[config.mk]
export PLATFORM = sky130hd
export DESIGN_NAME = battery_soc_estimator
export DESIGN_NICKNAME = d
export VERILOG_FILES = /design/src/hw/rtl/bse_pkg.sv /design/src/hw/rtl/bse_divider.sv /design/src/hw/rtl/bse_datapath.sv /design/src/hw/rtl/bse_ctrl.sv /design/src/hw/rtl/battery_soc_estimator.sv
export SDC_FILE = /design/constraint.sdc
export NUM_CORES = 2
export LEC_CHECK = 0
export BUFFER_PORTS_ARGS = -buffer_cell sky130_fd_sc_hd__buf_2
export CELL_PAD_IN_SITES_DETAIL_PLACEMENT = 1
export CELL_PAD_IN_SITES_GLOBAL_PLACEMENT = 1
export CORE_UTILIZATION = 50
export DETAILED_ROUTE_END_ITERATION = 16
export HOLD_SLACK_MARGIN = 0.15
export PLACE_DENSITY_LB_ADDON = 0.1
export SYNTH_ARGS = -nofsm -noshare
export SYNTH_HDL_FRONTEND = slang
export SYNTH_SLANG_ARGS = --single-unit
[constraint.sdc]
create_clock -name clk -period 11.8 [get_ports clk]
set_input_delay 1.18 -clock clk [delete_from_list [all_inputs] [get_ports clk]]
set_output_delay 1.18 -clock clk [all_outputs]
set_load 0.02 [all_outputs]
[src/hw/rtl/bse_pkg.sv]
// Shared types and constants for the battery state-of-charge estimator.
// Holds the chemistry curve tables and the controller/datapath command types.
`default_nettype none
package bse_pkg;

  localparam int CURVE_POINTS = 11;
  localparam int CHEM_COUNT   = 5;
  localparam int MV_W         = 13;
  localparam int SOC_W        = 7;
  localparam int IDX_W        = $clog2(CURVE_POINTS);
  localparam int CHEM_W       = $clog2(CHEM_COUNT);
  localparam int LAST_SEG     = CURVE_POINTS - 2;

  localparam int DIV_DW = 28;
  localparam int DIV_VW = 9;

  localparam logic [15:0] EMA_ALPHA = 16'd47186;

  localparam logic [1:0] REG_DIVIDER_RATIO = 2'd0;
  localparam logic [1:0] REG_CELL_COUNT    = 2'd1;
  localparam logic [1:0] REG_CHEMISTRY     = 2'd2;

  localparam logic [MV_W-1:0] CURVE_MV [CHEM_COUNT][CURVE_POINTS] = '{
    '{13'd4180, 13'd4100, 13'd3990, 13'd3850, 13'd3770, 13'd3580,
      13'd3420, 13'd3330, 13'd3210, 13'd3000, 13'd2870},
    '{13'd4200, 13'd4120, 13'd4000, 13'd3900, 13'd3820, 13'd3730,
      13'd3630, 13'd3520, 13'd3420, 13'd3250, 13'd3100},
    '{13'd3600, 13'd3450, 13'd3380, 13'd3340, 13'd3300, 13'd3260,
      13'd3220, 13'd3180, 13'd3120, 13'd3050, 13'd2950},
    '{13'd1450, 13'd1400, 13'd1360, 13'd1330, 13'd1300, 13'd1270,
      13'd1240, 13'd1210, 13'd1180, 13'd1120, 13'd1050},
    '{13'd2150, 13'd2120, 13'd2100, 13'd2080, 13'd2050, 13'd2030,
      13'd2000, 13'd1980, 13'd1950, 13'd1900, 13'd1850}};

  localparam logic [SOC_W-1:0] CURVE_SOC [CHEM_COUNT][CURVE_POINTS] = '{
    '{7'd100, 7'd96, 7'd82, 7'd68, 7'd58, 7'd34, 7'd20, 7'd14, 7'd8,  7'd2, 7'd0},
    '{7'd100, 7'd96, 7'd84, 7'd72, 7'd62, 7'd50, 7'd34, 7'd20, 7'd10, 7'd2, 7'd0},
    '{7'd100, 7'd96, 7'd86, 7'd72, 7'd58, 7'd42, 7'd26, 7'd14, 7'd8,  7'd2, 7'd0},
    '{7'd100, 7'd96, 7'd88, 7'd78, 7'd64, 7'd50, 7'd36, 7'd22, 7'd12, 7'd4, 7'd0},
    '{7'd100, 7'd95, 7'd88, 7'd78, 7'd64, 7'd50, 7'd36, 7'd24, 7'd12, 7'd4, 7'd0}};

  typedef struct packed {
    logic load;
    logic pack;
    logic cdiv_go;
    logic cell_take;
    logic seg_inc;
    logic raw_sat;
    logic imul;
    logic idiv_go;
    logic raw_take;
    logic ema;
    logic ema_acc;
    logic out_load;
  } bse_cmd_t;

  typedef struct packed {
    logic div_done;
    logic sat;
    logic hit;
    logic started;
  } bse_status_t;

endpackage
`default_nettype wire

[src/hw/rtl/bse_divider.sv]
// Iterative restoring divider, one quotient bit per cycle.
// Used by the datapath for the cell split and the interpolation quotient.
`default_nettype none
module bse_divider #(
  parameter int DW = 28,
  parameter int VW = 9
) (
  input  wire logic          clk,
  input  wire logic          rst,
  input  wire logic          start,
  input  wire logic [DW-1:0] dividend,
  input  wire logic [VW-1:0] divisor,
  output logic               done,
  output logic [DW-1:0]      quotient
);
  localparam int CW = $clog2(DW + 1);
  localparam logic [CW-1:0] LAST = CW'(DW - 1);

  logic          busy;
  logic [CW-1:0] cnt;
  logic [DW-1:0] quo;
  logic [VW-1:0] rem;
  logic [VW-1:0] dsr;
  logic [VW:0]   trial;
  logic          qbit;
  logic [VW-1:0] rem_next;

  always_comb begin
    trial = {rem, quo[DW-1]};
    qbit  = (trial >= {1'b0, dsr});
    if (qbit) begin
      rem_next = VW'(trial - {1'b0, dsr});
    end else begin
      rem_next = trial[VW-1:0];
    end
  end

  always_ff @(posedge clk) begin
    if (rst) begin
      busy <= 1'b0;
      done <= 1'b0;
      cnt  <= '0;
    end else begin
      done <= 1'b0;
      if (start) begin
        busy <= 1'b1;
        cnt  <= '0;
        quo  <= dividend;
        rem  <= '0;
        dsr  <= divisor;
      end else if (busy) begin
        rem <= rem_next;
        quo <= {quo[DW-2:0], qbit};
        cnt <= cnt + 1'b1;
        if (cnt == LAST) begin
          busy <= 1'b0;
          done <= 1'b1;
        end
      end
    end
  end

  assign quotient = quo;
endmodule
`default_nettype wire

[src/hw/rtl/bse_datapath.sv]
// Datapath: divider scaling, cell split, curve search, interpolation and smoothing.
// Depends on bse_pkg and bse_divider; driven by commands from bse_ctrl.
`default_nettype none
module bse_datapath (
  input  wire logic                clk,
  input  wire logic                rst,
  input  wire logic [15:0]         adc_mv,
  input  wire logic [15:0]         divider_ratio,
  input  wire logic [3:0]          cell_count,
  input  wire logic [2:0]          chemistry,
  input  wire bse_pkg::bse_cmd_t   cmd,
  output bse_pkg::bse_status_t     status,
  output logic [63:0]              result
);
  import bse_pkg::*;

  logic [15:0]         adc;
  logic [19:0]         pack;
  logic [19:0]         cell_mv;
  logic [IDX_W-1:0]    idx;
  logic signed [18:0]  iprod;
  logic [7:0]          den;
  logic [SOC_W-1:0]    base_soc;
  logic                neg;
  logic signed [16:0]  raw;
  logic signed [31:0]  smooth;
  logic                started;
  logic signed [43:0]  eprod;
  logic [63:0]         out_q;

  logic [CHEM_W-1:0]   chem;
  logic [3:0]          cells;
  logic [31:0]         pack_full;
  logic [IDX_W-1:0]    idx_lo;
  logic                div_start;
  logic [DIV_DW-1:0]   div_dividend;
  logic [DIV_VW-1:0]   div_divisor;
  logic                div_done;
  logic [DIV_DW-1:0]   div_quo;
  logic signed [13:0]  dv;
  logic signed [5:0]   ds;
  logic [8:0]          den2;
  logic signed [28:0]  num;
  logic [28:0]         mag;
  logic [17:0]         raw_sum;
  logic signed [24:0]  target;
  logic signed [26:0]  diff;
  logic signed [17:0]  alpha_s;
  logic [31:0]         rnd;
  logic [6:0]          pct;

  always_comb begin
    chem      = (chemistry >= 3'(CHEM_COUNT)) ? '0 : CHEM_W'(chemistry);
    cells     = (cell_count == 4'd0) ? 4'd3 : cell_count;
    pack_full = adc * divider_ratio;
    idx_lo    = idx + 1'b1;
    dv        = $signed({1'b0, cell_mv[12:0]}) - $signed({1'b0, CURVE_MV[chem][idx_lo]});
    ds        = $signed({1'b0, 5'(CURVE_SOC[chem][idx] - CURVE_SOC[chem][idx_lo])});
    den2      = {den, 1'b0};
    num       = $signed({{1{iprod[18]}}, iprod, 9'd0}) + $signed({21'd0, den});
    if (num[28]) begin
      mag = 29'(-num) + {20'd0, den2} - 29'd1;
    end else begin
      mag = num;
    end
    div_start    = cmd.cdiv_go | cmd.idiv_go;
    div_dividend = cmd.idiv_go ? mag[DIV_DW-1:0] : DIV_DW'(pack);
    div_divisor  = cmd.idiv_go ? den2 : DIV_VW'(cells);
    if (neg) begin
      raw_sum = {3'd0, base_soc, 8'd0} - div_quo[17:0];
    end else begin
      raw_sum = {3'd0, base_soc, 8'd0} + div_quo[17:0];
    end
    target  = {raw, 8'd0};
    diff    = 27'(target) - smooth[26:0];
    alpha_s = $signed({2'b00, EMA_ALPHA});
    rnd     = smooth + 32'sd32768;
    if (smooth <= 0) begin
      pct = 7'd0;
    end else if (smooth >= 32'sd6553600) begin
      pct = 7'd100;
    end else begin
      pct = rnd[22:16];
    end
  end

  bse_divider #(.DW(DIV_DW), .VW(DIV_VW)) u_div (
    .clk      (clk),
    .rst      (rst),
    .start    (div_start),
    .dividend (div_dividend),
    .divisor  (div_divisor),
    .done     (div_done),
    .quotient (div_quo)
  );

  always_ff @(posedge clk) begin
    if (rst) begin
      started <= 1'b0;
      smooth  <= '0;
    end else begin
      if (cmd.load) begin
        adc <= adc_mv;
      end
      if (cmd.pack) begin
        pack <= pack_full[31:12];
      end
      if (cmd.cell_take) begin
        cell_mv <= div_quo[19:0];
        idx     <= '0;
      end
      if (cmd.seg_inc) begin
        idx <= idx_lo;
      end
      if (cmd.raw_sat) begin
        raw <= 17'sd25600;
      end
      if (cmd.imul) begin
        iprod    <= dv * ds;
        den      <= 8'(CURVE_MV[chem][idx] - CURVE_MV[chem][idx_lo]);
        base_soc <= CURVE_SOC[chem][idx_lo];
      end
      if (cmd.idiv_go) begin
        neg <= num[28];
      end
      if (cmd.raw_take) begin
        raw <= $signed(raw_sum[16:0]);
      end
      if (cmd.ema) begin
        if (!started) begin
          smooth  <= 32'(target);
          started <= 1'b1;
        end else begin
          eprod <= diff * alpha_s;
        end
      end
      if (cmd.ema_acc) begin
        smooth <= smooth + 32'(eprod >>> 18);
      end
      if (cmd.out_load) begin
        out_q <= {pct, raw, cell_mv, pack};
      end
    end
  end

  always_comb begin
    status.div_done = div_done;
    status.sat      = (cell_mv >= {7'd0, CURVE_MV[chem][0]});
    status.hit      = (idx == IDX_W'(LAST_SEG)) ||
                      (cell_mv > {7'd0, CURVE_MV[chem][idx_lo]});
    status.started  = started;
  end

  assign result = out_q;
endmodule
`default_nettype wire

[src/hw/rtl/bse_ctrl.sv]
// Sequencer for the estimator: walks one request through the datapath steps.
// Depends on bse_pkg; owns the handshake flags of both stream sides.
`default_nettype none
module bse_ctrl (
  input  wire logic                 clk,
  input  wire logic                 rst,
  input  wire logic                 in_valid,
  output logic                      in_ready,
  output logic                      out_valid,
  input  wire logic                 out_ready,
  input  wire bse_pkg::bse_status_t status,
  output bse_pkg::bse_cmd_t         cmd
);
  import bse_pkg::*;

  localparam logic [3:0] S_IDLE  = 4'd0;
  localparam logic [3:0] S_PACK  = 4'd1;
  localparam logic [3:0] S_CDIV  = 4'd2;
  localparam logic [3:0] S_CWAIT = 4'd3;
  localparam logic [3:0] S_SCAN  = 4'd4;
  localparam logic [3:0] S_IMUL  = 4'd5;
  localparam logic [3:0] S_IDIV  = 4'd6;
  localparam logic [3:0] S_IWAIT = 4'd7;
  localparam logic [3:0] S_EMA   = 4'd8;
  localparam logic [3:0] S_ACC   = 4'd9;
  localparam logic [3:0] S_OUT   = 4'd10;

  logic [3:0] state;
  logic [3:0] state_next;
  logic       out_valid_next;

  always_comb begin
    cmd            = '0;
    state_next     = state;
    out_valid_next = out_valid && !out_ready;
    in_ready       = (state == S_IDLE);
    case (state)
      S_IDLE: begin
        if (in_valid) begin
          cmd.load   = 1'b1;
          state_next = S_PACK;
        end
      end
      S_PACK: begin
        cmd.pack   = 1'b1;
        state_next = S_CDIV;
      end
      S_CDIV: begin
        cmd.cdiv_go = 1'b1;
        state_next  = S_CWAIT;
      end
      S_CWAIT: begin
        if (status.div_done) begin
          cmd.cell_take = 1'b1;
          state_next    = S_SCAN;
        end
      end
      S_SCAN: begin
        if (status.sat) begin
          cmd.raw_sat = 1'b1;
          state_next  = S_EMA;
        end else if (status.hit) begin
          state_next = S_IMUL;
        end else begin
          cmd.seg_inc = 1'b1;
        end
      end
      S_IMUL: begin
        cmd.imul   = 1'b1;
        state_next = S_IDIV;
      end
      S_IDIV: begin
        cmd.idiv_go = 1'b1;
        state_next  = S_IWAIT;
      end
      S_IWAIT: begin
        if (status.div_done) begin
          cmd.raw_take = 1'b1;
          state_next   = S_EMA;
        end
      end
      S_EMA: begin
        cmd.ema    = 1'b1;
        state_next = status.started ? S_ACC : S_OUT;
      end
      S_ACC: begin
        cmd.ema_acc = 1'b1;
        state_next  = S_OUT;
      end
      S_OUT: begin
        if (!out_valid || out_ready) begin
          cmd.out_load   = 1'b1;
          out_valid_next = 1'b1;
          state_next     = S_IDLE;
        end
      end
      default: begin
        state_next = S_IDLE;
      end
    endcase
  end

  always_ff @(posedge clk) begin
    if (rst) begin
      state     <= S_IDLE;
      out_valid <= 1'b0;
    end else begin
      state     <= state_next;
      out_valid <= out_valid_next;
    end
  end
endmodule
`default_nettype wire

[src/hw/rtl/battery_soc_estimator.sv]
// Top level of the battery state-of-charge estimator: configuration registers,
// sequencer and datapath. Depends on bse_pkg, bse_ctrl and bse_datapath.
//
//   Channel   Direction  Contents
//   s_*       in         adc_mv request
//   m_*       out        pack_mv, cell_mv, raw_soc, soc_percent
//   cfg_*     in         register writes: divider_ratio, cell_count, chemistry
//
// The cell split is one pass of the shared bit-serial divider; below the top curve
// point a scan of the curve segments and a second divider pass for the interpolation
// follow. The next request can be accepted in the cycle after the result is loaded
// into the output register; while an earlier result is still stalled there, the
// sequencer waits. Reset is synchronous; it clears the smoothing state and resets
// the configuration registers to their defaults.
`default_nettype none
module battery_soc_estimator (
  input  wire logic        clk,
  input  wire logic        rst,
  input  wire logic        s_tvalid,
  output logic             s_tready,
  input  wire logic [15:0] s_tdata,   // adc_mv[15:0]
  output logic             m_tvalid,
  input  wire logic        m_tready,
  output logic [63:0]      m_tdata,   // pack_mv[19:0], cell_mv[39:20], raw_soc[56:40],
                                      // soc_percent[63:57]
  input  wire logic        cfg_we,
  input  wire logic [1:0]  cfg_index,
  input  wire logic [15:0] cfg_data
);
  import bse_pkg::*;

  logic [15:0] divider_ratio;
  logic [3:0]  cell_count;
  logic [2:0]  chemistry;
  bse_cmd_t    cmd;
  bse_status_t status;

  always_ff @(posedge clk) begin
    if (rst) begin
      divider_ratio <= 16'd4096;
      cell_count    <= 4'd0;
      chemistry     <= 3'd0;
    end else if (cfg_we) begin
      case (cfg_index)
        REG_DIVIDER_RATIO: divider_ratio <= cfg_data;
        REG_CELL_COUNT:    cell_count    <= cfg_data[3:0];
        REG_CHEMISTRY:     chemistry     <= cfg_data[2:0];
        default: begin
        end
      endcase
    end
  end

  bse_ctrl u_ctrl (
    .clk       (clk),
    .rst       (rst),
    .in_valid  (s_tvalid),
    .in_ready  (s_tready),
    .out_valid (m_tvalid),
    .out_ready (m_tready),
    .status    (status),
    .cmd       (cmd)
  );

  bse_datapath u_dp (
    .clk           (clk),
    .rst           (rst),
    .adc_mv        (s_tdata),
    .divider_ratio (divider_ratio),
    .cell_count    (cell_count),
    .chemistry     (chemistry),
    .cmd           (cmd),
    .status        (status),
    .result        (m_tdata)
  );
endmodule
`default_nettype wire

==> results.sh <==
export IMPL_outcome="finished clean"
export IMPL_cp_arrival_ps=9940
export IMPL_peakVddDrop_mv=0.113
export IMPL_setup_viol=0
export IMPL_ys_warn_count=0
export IMPL_cp_common_cell="inv_1"
export IMPL_power_density_mw_per_mm2=88.9
export IMPL_antenna_found_initial=0
export IMPL_wire_per_inst_um=21.1
export IMPL_wl_um=102000
export IMPL_fin_crit_sh_pct=81.4
export IMPL_startpoint_type="flop"
export IMPL_postCtsHoldBufs=0
export IMPL_setup_slack_ps=2190
export IMPL_die_x_um=269
export IMPL_synth_area_leaders="edfxtp_1, fa_1, ha_1"
export IMPL_yosysSeqAreaShare_pct=24.6
export IMPL_r2r_end="u_dp.iprod[18]"
export IMPL_dpl_worst_slack_ps=2370
export IMPL_slew_headroom_pct=20.7
export IMPL_viasPerCell=5.70
export IMPL_grt_pass1_vias=29700
export IMPL_hold_path_class="reg -> reg"
export IMPL_slowest_stage="dfxtp_1"
export IMPL_cts_tree="done"
export IMPL_fmax_mhz=104
export IMPL_rsz0062_at_grt="no"
export IMPL_synth_net_count=4664
export IMPL_period_needed_ps=9610
export IMPL_syn_avg_cell_area_um2=9.30
export IMPL_num_vias=27600
export IMPL_core_mm2=0.0704
export IMPL_holdWs_ps=464
export IMPL_cts_max_level=2
export IMPL_start_util_pct=50.8
export IMPL_syn_to_final_growth_pct=7.94
export IMPL_route_detailed_drc=0
export IMPL_grt_max_degree=84
export IMPL_fin_util_pct=54.8
export IMPL_ys_flop_type="edfxtp_1"
export IMPL_drive_gt1_share_pct=6.84
export IMPL_mappedNetlistArea_mm2=0.0357
export IMPL_crit_fanout=22
export IMPL_cts_root_buffer="clkbuf_16"
export IMPL_gp_congestion=0.971
export IMPL_crit_path_end="u_dp.iprod[18]"
export IMPL_yosys_cell_count_top_type="inv_1"
export IMPL_rows=97
export IMPL_hpwl_um=79900
export IMPL_async_flop_share_pct=0
export IMPL_synth_top_cells_by_count="inv_1, ha_1, nand2_1"
export IMPL_die_area_mm2=0.0725
export IMPL_r2r_setup_slack_ps=2190
export IMPL_diodes=0
export IMPL_cts_resized=0
export IMPL_postCtsSetupRepairBufs=0
export IMPL_maxSlewViolCount=0
export IMPL_required_ps=12130
export IMPL_finalPower_mw=3.43
export IMPL_skew_ps=29.4
export IMPL_clock_sinks=315
export IMPL_grt_pass1_wl_um=166000
export IMPL_yosysUniqueCellTypes=87
export IMPL_cp_end_kind="flop"
export IMPL_startpoint="chemistry[2]"
export IMPL_gr_usage_all_layers_pct=28.8
export IMPL_final_antenna_net_count=0
export IMPL_firstDrtPassIters=6
export IMPL_fp_dieH_um=269
export IMPL_clkLatencyLatePin_ps=580
export IMPL_worstSetupPathType="reg -> reg"
export IMPL_synth_seq_cells=315
export IMPL_fill_cells=8097
export IMPL_r2r_start="chemistry[2]"
export IMPL_rr_worst_depth=36
export IMPL_initialDrtViolationCount=1693
export IMPL_p_leak_nw=17.8
export IMPL_worst_slew_pin_slew_ps=1190
export IMPL_synth_edff_count=247
export IMPL_hold_viol_final=0
export IMPL_port_buffers=104
export IMPL_critPathMaxStageDelay_ps=760
export IMPL_tns_ps=0
export IMPL_grt_overflow=0
export IMPL_cap_violations=0
export IMPL_cts_buffer_depth=3
export IMPL_synth_top_area_cell="edfxtp_1"
export IMPL_ios=105
export IMPL_netlist_area_leader_share_pct=20.8
export IMPL_fin_nets=4697
export IMPL_clk_pin_slew_ps=60
export IMPL_cts_made_buffers=40
export IMPL_synthCells=3840
[cell type report]
type / instances / area [µm²] / share of cell area, %
clock inverter: 27 / 314 / 0.814
inverter: 581 / 2180 / 5.66
timing repair buffer: 147 / 843 / 2.19
tap: 940 / 1180 / 3.05
sequential: 315 / 8780 / 22.8
multi-input combinational: 2788 / 24200 / 62.8
clock buffer: 47 / 1070 / 2.77
[cells in the final DEF (no fill, tap or decap), types with 78 or more instances in the layout]
cell and n:
nand2_1 375, edfxtp_1 247, and2_1 97, o21ai_0 159, ha_1 428, inv_1 575
xor2_1 78, fa_1 357, xnor2_1 145, buf_2 104, nor2_1 282, a21oi_1 224
[where the power goes]
group          internal [mW]  leakage [nW]  switching, mW
Combinational          0.297          14.3          0.452
Clock                  0.768         0.672          0.542
Sequential              1.29          2.79         0.0818
[metal layers]
metal | global-route usage [%] | part of all wire [%] | vias up
met5 | 0 | 0 | -
met4 | 9.66 | 3.4 | 0
met3 | 3.32 | 4.3 | 163
met2 | 49.6 | 50 | 616
met1 | 37.6 | 43 | 13900
li1 | - | - | 12900
[kinds of logic (layout without fill, tap and decap cells)]
| family | Yosys count | count (layout) | synth area share (%) |
|---|---|---|---|
| AOI/OAI and AO/OA | 741 | 741 | 13.3 |
| xor gates and xnor gates | 226 | 226 | 5.59 |
| adders and majority gates | 785 | 785 | 35.0 |
| buffers and inverters | 737 | 802 | 7.83 |
| DFF | 315 | 315 | 24.6 |
| muxes | 25 | 25 | 0.707 |
| other | 1 | 1 | 0.0105 |
| and+or+nand+nor | 1010 | 1010 | 13.0 |
[through the flow]
step / instance area [µm²] / cells
after floorplan: 35700 / 3840
after global placement: 37200 / 4771
after detailed placement: 37200 / 4771
after CTS: 38600 / 4845
after global routing: 38600 / 4845
final: 38600 / 4845
[state kept, by name, summed over array words and instances, names as in the netlist, 4 cells and up]
name and cells:
u_dp.cell_mv 20, u_dp.result 64, u_dp.smooth 32, divider_ratio 16
u_dp.u_div.dsr 9, u_dp.u_div.cnt 5, u_ctrl.state 4, u_dp.eprod 26
u_dp.den 7, u_dp.idx 4, u_dp.u_div.quotient 28, u_dp.pack 20
u_dp.raw 17, u_dp.base_soc 7, u_dp.iprod 19, u_dp.adc 16
cell_count 4, u_dp.u_div.rem 9
[critical path, delay by kind of cell, from the launching register on]
| family | cells | cell delay, ps |
|---|---|---|
| adders and majority gates | 6 | 2460 |
| DFF | 1 | 760 |
| xor gates and xnor gates | 2 | 270 |
| and+or+nand+nor | 8 | 1770 |
| buffers and inverters | 6 | 860 |
| AOI/OAI and AO/OA | 14 | 3230 |
[worst min path at each step]
stage | startpoint | end | slack [ps] | depth (start not counted)
detailed placement | u_dp.pack[19] | u_dp.result[19] | 450 | 0
finish | u_dp.pack[3] | u_dp.result[3] | 460 | 0
global route | u_dp.pack[19] | u_dp.result[19] | 490 | 0
global placement | u_dp.u_div.quotient[17] | u_dp.cell_mv[17] | 440 | 0
CTS | u_dp.u_div.quotient[19] | u_dp.cell_mv[19] | 470 | 0
floorplan | u_dp.u_div.quotient[17] | u_dp.cell_mv[17] | 430 | 0
Power figures use the tool's default switching activity.
